File: src/rtl/ntp_srb_pkg.sv
`timescale 1ns / 1ps
// ----------------------------------------------------------------------------
// ntp_srb_pkg: shared types and constants for the NTP server reply builder
// Request descriptor format, verdict codes and fixed reply field values.
// ----------------------------------------------------------------------------
package ntp_srb_pkg;

  localparam int REPLY_LEN   = 48;
  localparam int BYTE_IDX_W  = 6;
  localparam int QUEUE_DEPTH = 2;
  localparam int QPTR_W      = $clog2(QUEUE_DEPTH);
  localparam int QCNT_W      = QPTR_W + 1;

  localparam logic [BYTE_IDX_W-1:0] LAST_IDX  = BYTE_IDX_W'(REPLY_LEN - 1);
  localparam logic [BYTE_IDX_W-1:0] COUNT_MAX = '1;
  localparam logic [BYTE_IDX_W-1:0] MODE_POS  = 6'd0;
  localparam logic [BYTE_IDX_W-1:0] POLL_POS  = 6'd2;
  localparam logic [BYTE_IDX_W-1:0] ORIG_LO   = 6'd40;
  localparam logic [BYTE_IDX_W-1:0] ORIG_HI   = 6'd47;

  localparam logic signed [7:0] POLL_MIN = 8'sd4;
  localparam logic signed [7:0] POLL_MAX = 8'sd17;

  localparam logic [2:0]  MODE_CLIENT = 3'd3;
  localparam logic [2:0]  MODE_SERVER = 3'd4;
  localparam logic [2:0]  VERSION_MIN = 3'd1;
  localparam logic [2:0]  VERSION_MAX = 3'd4;
  localparam logic [31:0] ID_INIT     = 32'h494E_4954;  // "INIT"
  localparam logic [31:0] ID_FALLBACK = 32'h5757_5600;

  localparam logic [1:0] LEAP_NONE   = 2'd0;
  localparam logic [1:0] LEAP_INSERT = 2'd1;
  localparam logic [1:0] LEAP_ALARM  = 2'd3;

  // config register indexes
  localparam logic [1:0] CFG_ANSWER_UNSYNCED = 2'd0;
  localparam logic [1:0] CFG_HONOUR_LEAP     = 2'd1;
  localparam logic [1:0] CFG_PRECISION       = 2'd2;
  localparam logic [5:0] PRECISION_RESET     = 6'h2C;  // -20

  typedef enum logic [2:0] {
    VERDICT_REPLY     = 3'd0,
    VERDICT_SHORT     = 3'd1,
    VERDICT_NOT_MODE3 = 3'd2,
    VERDICT_BAD_VER   = 3'd3,
    VERDICT_REFUSED   = 3'd4
  } verdict_e;

  // one judged request, everything the back end needs to stream the reply
  typedef struct packed {
    verdict_e    verdict;
    logic [1:0]  leap;
    logic [2:0]  version;
    logic        stratum;
    logic [7:0]  poll;
    logic [7:0]  precision;
    logic [31:0] dispersion;
    logic [31:0] refid;
    logic [63:0] ref_time;
    logic [63:0] origin;
    logic [63:0] receive;
    logic [63:0] transmit;
  } desc_t;

endpackage

File: src/rtl/ntp_server_reply_builder.sv
`timescale 1ns / 1ps
// ----------------------------------------------------------------------------
// ntp_server_reply_builder: NTPv4 server-mode reply generator
// Parses a client request byte stream and streams back the mode-4 reply.
// ----------------------------------------------------------------------------
// Usage:
//   Input channel (in_valid_i/in_ready_o) takes one request byte per transfer
//   together with the clock/source status; last_byte_i closes the request.
//   Output channel (out_valid_o/out_ready_i) gives 48 reply bytes per good
//   request, reply_last_o on the final one, or one zero byte carrying the
//   drop verdict. Config writes (cfg_we_i) are registered; the user must make
//   them only while no request is in flight, which the block does not enforce.
//   Throughput: one byte per cycle on both sides when not stalled. The input
//   side stalls only when the two-entry descriptor queue is full, i.e. one
//   judged request still waits behind the reply being streamed.
//   With the queue empty, the transfer of the last request byte writes the
//   judged descriptor into the queue; from there the streamer loads the first
//   result byte into the output register, from where it can transfer.
//   Reset clears the parse state, queue and output register; config returns
//   to answer_unsynced 0, honour_leap 1, precision -20.
//   A receiver stall holds the output register; parsing continues until the
//   queue fills.
// ----------------------------------------------------------------------------
module ntp_server_reply_builder import ntp_srb_pkg::*; (
  input  logic        clk_i,
  input  logic        rst_ni,
  input  logic        cfg_we_i,
  input  logic [1:0]  cfg_index_i,
  input  logic [5:0]  cfg_data_i,
  input  logic        in_valid_i,
  output logic        in_ready_o,
  input  logic [7:0]  data_byte_i,
  input  logic        last_byte_i,
  input  logic [63:0] clock_time_i,
  input  logic        source_valid_i,
  input  logic        synchronised_i,
  input  logic        leap_warning_i,
  input  logic [31:0] root_dispersion_i,
  input  logic [31:0] source_id_i,
  input  logic [63:0] reference_time_i,
  output logic        out_valid_o,
  input  logic        out_ready_i,
  output logic [7:0]  reply_byte_o,
  output logic        reply_last_o,
  output logic [2:0]  verdict_o
);

  logic  push, push_ready, head_valid, pop;
  desc_t push_desc, head_desc;

  ntp_srb_front u_front (
    .clk_i             (clk_i),
    .rst_ni            (rst_ni),
    .cfg_we_i          (cfg_we_i),
    .cfg_index_i       (cfg_index_i),
    .cfg_data_i        (cfg_data_i),
    .in_valid_i        (in_valid_i),
    .in_ready_o        (in_ready_o),
    .data_byte_i       (data_byte_i),
    .last_byte_i       (last_byte_i),
    .clock_time_i      (clock_time_i),
    .source_valid_i    (source_valid_i),
    .synchronised_i    (synchronised_i),
    .leap_warning_i    (leap_warning_i),
    .root_dispersion_i (root_dispersion_i),
    .source_id_i       (source_id_i),
    .reference_time_i  (reference_time_i),
    .push_o            (push),
    .push_desc_o       (push_desc),
    .push_ready_i      (push_ready)
  );

  ntp_srb_queue u_queue (
    .clk_i        (clk_i),
    .rst_ni       (rst_ni),
    .push_i       (push),
    .push_desc_i  (push_desc),
    .push_ready_o (push_ready),
    .head_valid_o (head_valid),
    .head_desc_o  (head_desc),
    .pop_i        (pop)
  );

  ntp_srb_back u_back (
    .clk_i        (clk_i),
    .rst_ni       (rst_ni),
    .head_valid_i (head_valid),
    .head_desc_i  (head_desc),
    .pop_o        (pop),
    .out_valid_o  (out_valid_o),
    .out_ready_i  (out_ready_i),
    .reply_byte_o (reply_byte_o),
    .reply_last_o (reply_last_o),
    .verdict_o    (verdict_o)
  );

endmodule

File: src/rtl/ntp_srb_front.sv
`timescale 1ns / 1ps
// ----------------------------------------------------------------------------
// ntp_srb_front: request parser and judge
// Collects the request fields byte by byte, holds the config registers and
// on the last byte pushes a judged descriptor into the queue.
// ----------------------------------------------------------------------------
module ntp_srb_front import ntp_srb_pkg::*; (
  input  logic        clk_i,
  input  logic        rst_ni,
  input  logic        cfg_we_i,
  input  logic [1:0]  cfg_index_i,
  input  logic [5:0]  cfg_data_i,
  input  logic        in_valid_i,
  output logic        in_ready_o,
  input  logic [7:0]  data_byte_i,
  input  logic        last_byte_i,
  input  logic [63:0] clock_time_i,
  input  logic        source_valid_i,
  input  logic        synchronised_i,
  input  logic        leap_warning_i,
  input  logic [31:0] root_dispersion_i,
  input  logic [31:0] source_id_i,
  input  logic [63:0] reference_time_i,
  output logic        push_o,
  output desc_t       push_desc_o,
  input  logic        push_ready_i
);

  logic                  answer_unsynced_q;
  logic                  honour_leap_q;
  logic [5:0]            precision_q;
  logic [BYTE_IDX_W-1:0] count_q, count_d, count_inc;
  logic [7:0]            mode_q, mode_d;
  logic [7:0]            poll_q, poll_d;
  logic [63:0]           origin_q, origin_d;
  logic [63:0]           receive_q, receive_d;
  logic                  accept;
  logic [2:0]            version;
  verdict_e              verdict;
  logic signed [7:0]     poll_s;
  logic [7:0]            poll_clamped;
  logic [1:0]            leap;

  assign in_ready_o = push_ready_i;
  assign accept     = in_valid_i && in_ready_o;

  always_ff @(posedge clk_i or negedge rst_ni) begin
    if (!rst_ni) begin
      answer_unsynced_q <= 1'b0;
      honour_leap_q     <= 1'b1;
      precision_q       <= PRECISION_RESET;
    end else if (cfg_we_i) begin
      case (cfg_index_i)
        CFG_ANSWER_UNSYNCED: answer_unsynced_q <= cfg_data_i[0];
        CFG_HONOUR_LEAP:     honour_leap_q     <= cfg_data_i[0];
        CFG_PRECISION:       precision_q       <= cfg_data_i;
        default: ;
      endcase
    end
  end

  always_comb begin
    count_inc = (count_q == COUNT_MAX) ? count_q : count_q + 1'b1;
    mode_d    = (count_q == MODE_POS) ? data_byte_i : mode_q;
    receive_d = (count_q == MODE_POS) ? clock_time_i : receive_q;
    poll_d    = (count_q == POLL_POS) ? data_byte_i : poll_q;
    origin_d  = (count_q >= ORIG_LO && count_q <= ORIG_HI) ?
                {origin_q[55:0], data_byte_i} : origin_q;
    count_d   = last_byte_i ? '0 : count_inc;
  end

  always_ff @(posedge clk_i or negedge rst_ni) begin
    if (!rst_ni) begin
      count_q   <= '0;
      mode_q    <= '0;
      poll_q    <= '0;
      origin_q  <= '0;
      receive_q <= '0;
    end else if (accept) begin
      count_q   <= count_d;
      mode_q    <= mode_d;
      poll_q    <= poll_d;
      origin_q  <= origin_d;
      receive_q <= receive_d;
    end
  end

  // judge: length, mode, version, then sync, in that priority
  always_comb begin
    version = mode_d[5:3];
    if (count_inc < LAST_IDX + 1'b1) begin
      verdict = VERDICT_SHORT;
    end else if (mode_d[2:0] != MODE_CLIENT) begin
      verdict = VERDICT_NOT_MODE3;
    end else if (version < VERSION_MIN || version > VERSION_MAX) begin
      verdict = VERDICT_BAD_VER;
    end else if (!synchronised_i && !answer_unsynced_q) begin
      verdict = VERDICT_REFUSED;
    end else begin
      verdict = VERDICT_REPLY;
    end

    if (!synchronised_i) begin
      leap = LEAP_ALARM;
    end else if (leap_warning_i && honour_leap_q) begin
      leap = LEAP_INSERT;
    end else begin
      leap = LEAP_NONE;
    end

    poll_s = signed'(poll_d);
    if (poll_s < POLL_MIN) begin
      poll_clamped = POLL_MIN;
    end else if (poll_s > POLL_MAX) begin
      poll_clamped = POLL_MAX;
    end else begin
      poll_clamped = poll_d;
    end
  end

  assign push_o = accept && last_byte_i;

  always_comb begin
    push_desc_o            = '0;
    push_desc_o.verdict    = verdict;
    push_desc_o.leap       = leap;
    push_desc_o.version    = version;
    push_desc_o.stratum    = synchronised_i;
    push_desc_o.poll       = poll_clamped;
    push_desc_o.precision  = {{2{precision_q[5]}}, precision_q};
    push_desc_o.dispersion = root_dispersion_i;
    if (!source_valid_i) begin
      push_desc_o.refid = ID_INIT;
    end else if (source_id_i == '0) begin
      push_desc_o.refid = ID_FALLBACK;
    end else begin
      push_desc_o.refid = source_id_i;
    end
    push_desc_o.ref_time   = source_valid_i ? reference_time_i : '0;
    push_desc_o.origin     = origin_d;
    push_desc_o.receive    = receive_d;
    push_desc_o.transmit   = clock_time_i;
  end

endmodule

File: src/rtl/ntp_srb_queue.sv
`timescale 1ns / 1ps
// ----------------------------------------------------------------------------
// ntp_srb_queue: descriptor queue between parser and reply streamer
// Small register queue; lets each side stall independently.
// ----------------------------------------------------------------------------
module ntp_srb_queue import ntp_srb_pkg::*; (
  input  logic  clk_i,
  input  logic  rst_ni,
  input  logic  push_i,
  input  desc_t push_desc_i,
  output logic  push_ready_o,
  output logic  head_valid_o,
  output desc_t head_desc_o,
  input  logic  pop_i
);

  desc_t             slot_q [QUEUE_DEPTH];
  logic [QPTR_W-1:0] wr_ptr_q, rd_ptr_q;
  logic [QCNT_W-1:0] cnt_q;
  logic              do_push, do_pop;

  assign push_ready_o = cnt_q != QCNT_W'(QUEUE_DEPTH);
  assign head_valid_o = cnt_q != '0;
  assign head_desc_o  = slot_q[rd_ptr_q];
  assign do_push      = push_i && push_ready_o;
  assign do_pop       = pop_i && head_valid_o;

  always_ff @(posedge clk_i) begin
    if (do_push) begin
      slot_q[wr_ptr_q] <= push_desc_i;
    end
  end

  always_ff @(posedge clk_i or negedge rst_ni) begin
    if (!rst_ni) begin
      wr_ptr_q <= '0;
      rd_ptr_q <= '0;
      cnt_q    <= '0;
    end else begin
      if (do_push) begin
        wr_ptr_q <= wr_ptr_q + 1'b1;
      end
      if (do_pop) begin
        rd_ptr_q <= rd_ptr_q + 1'b1;
      end
      if (do_push && !do_pop) begin
        cnt_q <= cnt_q + 1'b1;
      end else if (do_pop && !do_push) begin
        cnt_q <= cnt_q - 1'b1;
      end
    end
  end

endmodule

File: src/rtl/ntp_srb_back.sv
`timescale 1ns / 1ps
// ----------------------------------------------------------------------------
// ntp_srb_back: reply streamer
// Walks the head descriptor one byte per transfer into an output register;
// a drop verdict gives a single zero byte.
// ----------------------------------------------------------------------------
module ntp_srb_back import ntp_srb_pkg::*; (
  input  logic       clk_i,
  input  logic       rst_ni,
  input  logic       head_valid_i,
  input  desc_t      head_desc_i,
  output logic       pop_o,
  output logic       out_valid_o,
  input  logic       out_ready_i,
  output logic [7:0] reply_byte_o,
  output logic       reply_last_o,
  output logic [2:0] verdict_o
);

  logic [0:REPLY_LEN-1][7:0] reply;
  logic [BYTE_IDX_W-1:0]     idx_q;
  logic                      out_valid_q;
  logic [7:0]                byte_q;
  logic                      last_q;
  verdict_e                  verdict_q;
  logic                      load, drop, at_end;

  // reply image, byte 0 leftmost
  assign reply = {head_desc_i.leap, head_desc_i.version, MODE_SERVER,
                  7'd0, head_desc_i.stratum,
                  head_desc_i.poll,
                  head_desc_i.precision,
                  32'd0,
                  head_desc_i.dispersion,
                  head_desc_i.refid,
                  head_desc_i.ref_time,
                  head_desc_i.origin,
                  head_desc_i.receive,
                  head_desc_i.transmit};

  assign load   = head_valid_i && (!out_valid_q || out_ready_i);
  assign drop   = head_desc_i.verdict != VERDICT_REPLY;
  assign at_end = drop || (idx_q == LAST_IDX);
  assign pop_o  = load && at_end;

  always_ff @(posedge clk_i or negedge rst_ni) begin
    if (!rst_ni) begin
      out_valid_q <= 1'b0;
      idx_q       <= '0;
    end else if (load) begin
      out_valid_q <= 1'b1;
      idx_q       <= at_end ? '0 : idx_q + 1'b1;
    end else if (out_ready_i) begin
      out_valid_q <= 1'b0;
    end
  end

  always_ff @(posedge clk_i) begin
    if (load) begin
      byte_q    <= drop ? 8'd0 : reply[idx_q];
      last_q    <= at_end;
      verdict_q <= head_desc_i.verdict;
    end
  end

  assign out_valid_o  = out_valid_q;
  assign reply_byte_o = byte_q;
  assign reply_last_o = last_q;
  assign verdict_o    = verdict_q;

  a_idx_range: assert property (@(posedge clk_i) disable iff (!rst_ni)
    idx_q <= LAST_IDX)
    else $error("byte index past reply end");

  a_drop_single: assert property (@(posedge clk_i) disable iff (!rst_ni)
    out_valid_q && verdict_q != VERDICT_REPLY |-> last_q && byte_q == 8'd0)
    else $error("drop result not a single zero byte");

  a_idx_step: assert property (@(posedge clk_i) disable iff (!rst_ni)
    load && !at_end |=> idx_q == $past(idx_q) + 1'b1)
    else $error("byte index skipped");

  a_stall_hold: assert property (@(posedge clk_i) disable iff (!rst_ni)
    out_valid_q && !out_ready_i |=> out_valid_q && $stable(idx_q))
    else $error("stream advanced under stall");

endmodule

File: config.mk
export PLATFORM = sky130hd
export DESIGN_NAME = ntp_server_reply_builder
export DESIGN_NICKNAME = d
export VERILOG_FILES = /design/src/rtl/ntp_srb_pkg.sv /design/src/rtl/ntp_server_reply_builder.sv /design/src/rtl/ntp_srb_front.sv /design/src/rtl/ntp_srb_queue.sv /design/src/rtl/ntp_srb_back.sv
export SDC_FILE = /design/constraint.sdc
export NUM_CORES = 1
export LEC_CHECK = 0
export BUFFER_PORTS_ARGS = -buffer_cell sky130_fd_sc_hd__buf_2
export CAP_MARGIN = 10
export CORE_MARGIN = 1.5
export CORE_UTILIZATION = 50
export CTS_BUF_LIST = sky130_fd_sc_hd__clkbuf_8
export CTS_CLUSTER_SIZE = 25
export DETAILED_ROUTE_END_ITERATION = 16
export PLACE_DENSITY = 0.67
export SLEW_MARGIN = 40
export SYNTH_ARGS = -nofsm -noshare
export SYNTH_HDL_FRONTEND = slang
export SYNTH_HIERARCHICAL = 1
export SYNTH_SLANG_ARGS = --single-unit
File: constraint.sdc
create_clock -name clk_i -period 22.1 [get_ports clk_i]
set_clock_uncertainty 0.1 [all_clocks]
set_input_delay 6.63 -clock clk_i [delete_from_list [all_inputs] [get_ports clk_i]]
set_output_delay 6.63 -clock clk_i [all_outputs]
set_load 0.005 [all_outputs]
==> impl_metrics.sql <==
INSERT INTO impl_metrics (metric_group, metric, value, unit) VALUES
('timing', 'grt_setup_unrepaired', 'false', ''),
('grt', 'antenna_found_initial', '8', ''),
('drt', 'drc', '0', ''),
('clocking', 'clock-sinks', '869', ''),
('flow_run', 'cap_violations', '0', ''),
('worst_hold_path', 'min_from', 'u_front/precision_q[4]', ''),
('clocking', 'cts_resized', '0', ''),
('drt', 'wl_per_cell', '22.51', 'um'),
('floorplan', 'initial_utilization', '50.55', '%'),
('grt', 'grt_first_pass_wirelength', '125.8', 'mm'),
('pwr', 'p_total', '5066', 'uW'),
('floorplan', 'core.rowCount', '103', ''),
('critical_path', 'critPathLaunch', 'in_valid_i', ''),
('finish', 'fillerInstances', '6130', ''),
('clocking', 'cts_tree', 'built', ''),
('run_status', 'status', 'completed', ''),
('worst_hold_path', 'hold-path-cell-count', '0', ''),
('clocking', 'cts-root-to-sink-buffers', '3', ''),
('clocking', 'cts.root.buffer_cell', 'clkbuf_8', ''),
('drt', 'route.detailed.vias_per_inst', '5.466', ''),
('synth', 'ys_warn_count', '6', ''),
('critical_path', 'worstReg2RegEnd', 'u_back/reply_byte_o[4]', ''),
('finish', 'area_delta_synth_final', '9.553', '%'),
('synth', 'synth_compound_area_share', '2.005', '%'),
('synth', 'postSynth.asyncResetShare', '19.22', '%'),
('synth', 'netlist.area_leader.share', '52.79', '%'),
('finish', 'nNetsFinal', '2732', ''),
('synth', 'synth_adder_area_share', '0.1567', '%'),
('synth', 'synth_edf_count', '702', ''),
('drt', 'ant_nets', '0', ''),
('critical_path', 'setup.reg_to_reg.worst_slack', '17.88', 'ns'),
('drt', 'routed-via-count', '20130', ''),
('synth', 'post_synth_and_or_nand_nor_area_fraction', '5.066', '%'),
('clocking', 'clk-insertion-delay-late', '0.79', 'ns'),
('clocking', 'htree_num_levels', '4', ''),
('synth', 'post_synth_num_cell_types', '67', ''),
('place', 'hpwlAfterDp', '51.88', 'mm'),
('pwr', 'worst_ir_drop_vdd', '0.08367', 'mV'),
('critical_path', 'worst_ep_arrival_time', '9.32', 'ns'),
('floorplan', 'die_h', '285.6', 'um'),
('timing', 'achievable-frequency', '0.1109', 'GHz'),
('synth', 'seq_area_frac_synth', '63.27', '%'),
('timing', 'hold_viol_final', '0', ''),
('finish', 'layout.cells.most_common', 'edfxtp_1', ''),
('timing', 'max_transition_viols_final', '0', ''),
('critical_path', 'critical_path.reg2reg.startpoint', 'u_queue/rd_ptr_q', ''),
('critical_path', 'worstRegToRegCells', '8', ''),
('place', 'dpl_cell_area', '40810', 'um^2'),
('grt', 'global_route.usage.total', '20.33', '%'),
('critical_path', 'critical_path_required', '22.40', 'ns'),
('finish', 'final_layout_size_suffix_gt1_share', '42.38', '%'),
('clocking', 'clk_pin_slew_worst_paths', '0.06', 'ns'),
('floorplan', 'core-area', '79000', 'um^2'),
('timing', 'totalNegativeSetupSlack', '0', 'ns'),
('finish', 'layout.cell_area.non_filler', '43750', 'um^2'),
('critical_path', 'criticalPathCategory', 'input pin to flop', ''),
('floorplan', 'dieArea', '81570', 'um^2'),
('finish', 'most-common-layout-cells', '702 x edfxtp_1, 350 x mux2_4, 229 x buf_2', ''),
('clocking', 'holdBufCountCts', '0', ''),
('timing', 'max_slew_margin', '44.99', '%'),
('pwr', 'power.density_cell_area', '115.8', 'nW/um^2'),
('timing', 'final.min_clock_period', '9.021', 'ns'),
('clocking', 'postCtsSetupBuffers', '0', ''),
('synth', 'synth_mux_area_share', '24.30', '%'),
('critical_path', 'worst_setup_path_start_kind', 'input pin', ''),
('synth', 'ys_top_cells_by_area', 'edfxtp_1 53%, mux2_4 13%, dfrtp_1 10%', ''),
('floorplan', 'io_pins', '231', ''),
('synth', 'synth_top_area_cell', 'edfxtp_1', ''),
('timing', 'fin_crit_sh', '40.82', '%'),
('floorplan', 'die_w', '285.6', 'um'),
('finish', 'layoutNonFillerInstCount', '3683', '');
-- registers in the layout, indices dropped and copies added (netlist names) --
signal and cells:
u_queue/wr_ptr_q 1, u_front/count_q 6, u_back/reply_byte_o 8, u_queue/rd_ptr_q 1, u_queue/cnt_q 2, u_queue/slot_q 690
u_back/out_valid_o 1, u_back/idx_q 6, u_front/mode_q 6, u_back/verdict_o 3, u_front/honour_leap_q 1, u_front/poll_q 8
u_back/reply_last_o 1, u_front/receive_q 64, u_front/precision_q 6, u_front/answer_unsynced_q 1, u_front/origin_q 64
-- worst max path at each step --
stage                             end  cells after the start
5_1_grt        u_queue/slot_q[1][226]                      8
4_1_cts        u_queue/slot_q[1][129]                      8
2_1_floorplan    u_queue/slot_q[0][0]                      5
6_report       u_queue/slot_q[1][129]                      8
3_3_place_gp   u_queue/slot_q[1][334]                      7
3_5_place_dp   u_queue/slot_q[1][124]                      8
-- where the power goes --
group	internal, uW	total [uW]	switching [uW]	leakage [uW]
clock	752	1390	634	0.00163
combinational	775	1450	678	0.00672
sequential	2120	2230	107	0.00855
total	3650	5070	1420	0.0169
-- synthesized netlist by cell type, drive strengths merged (5+ instances only) --
library cell,n
mux4,68
nor2,24
dfrtp,163
mux2,570
and2,82
a22oi,15
o31ai,5
nor4,9
nand2,222
nand3b,9
inv,11
nand3,17
o21a,10
nor2b,10
o211ai,5
a21oi,18
ha,5
nand2b,17
nor3,11
mux2i,43
clkbuf,34
a22o,7
buf,194
o221ai,5
edfxtp,702
o21ai,14
-- worst max-delay path: stages --
cell and delay [ns]:
buf_2 0.10, nand2_2 0.05, buf_4 0.34, nor2_1 0.22
and3_4 0.42, buf_12 0.40, buf_16 0.40, buf_6 0.60
-- metrics by stage --
stage	setup WS (ns)	utilization (%)
CTS	12.59	55.28
finish	13.08	55.38
detailed placement	11.74	51.65
global placement	11.56	51.52
global route	12.79	55.37
floorplan	5.372	-
-- per-layer routing --
metal  global-route usage [%]  vias to the layer above  wire (um)
met5                        0                        -         74
met4                    6.614                       12       1754
met3                    4.410                      147       4861
met2                    34.46                      569      41840
met1                    26.06                    10309      34370
li1                         -                     9093          -
-- kinds of logic (layout without fill, tap and decap cells) --
family                     after synthesis  after routing
AOI/OAI and AO/OA                      110            110
xor gates and xnor gates                 7              7
adders and majority gates                5              5
buffers and inverters                  239            532
DFF                                    869            869
muxes                                  681            681
other                                    1             10
and+or+nand+nor                        419            419
-- area by class of cell --
cell class / count / area (um^2) / area share (%)
Clock buffer: 164 / 2257 / 5.159
Clock inverter: 98 / 608.1 / 1.390
Inverter: 11 / 41.29 / 0.09438
Timing Repair Buffer: 259 / 1551 / 3.546
Antenna cell: 7 / 17.52 / 0.04004
Sequential cell: 869 / 25280 / 57.78
Tap cell: 1050 / 1314 / 3.003
Multi-Input combinational cell: 1225 / 12680 / 28.99
No activity file was read; power rests on OpenSTA's default activity.
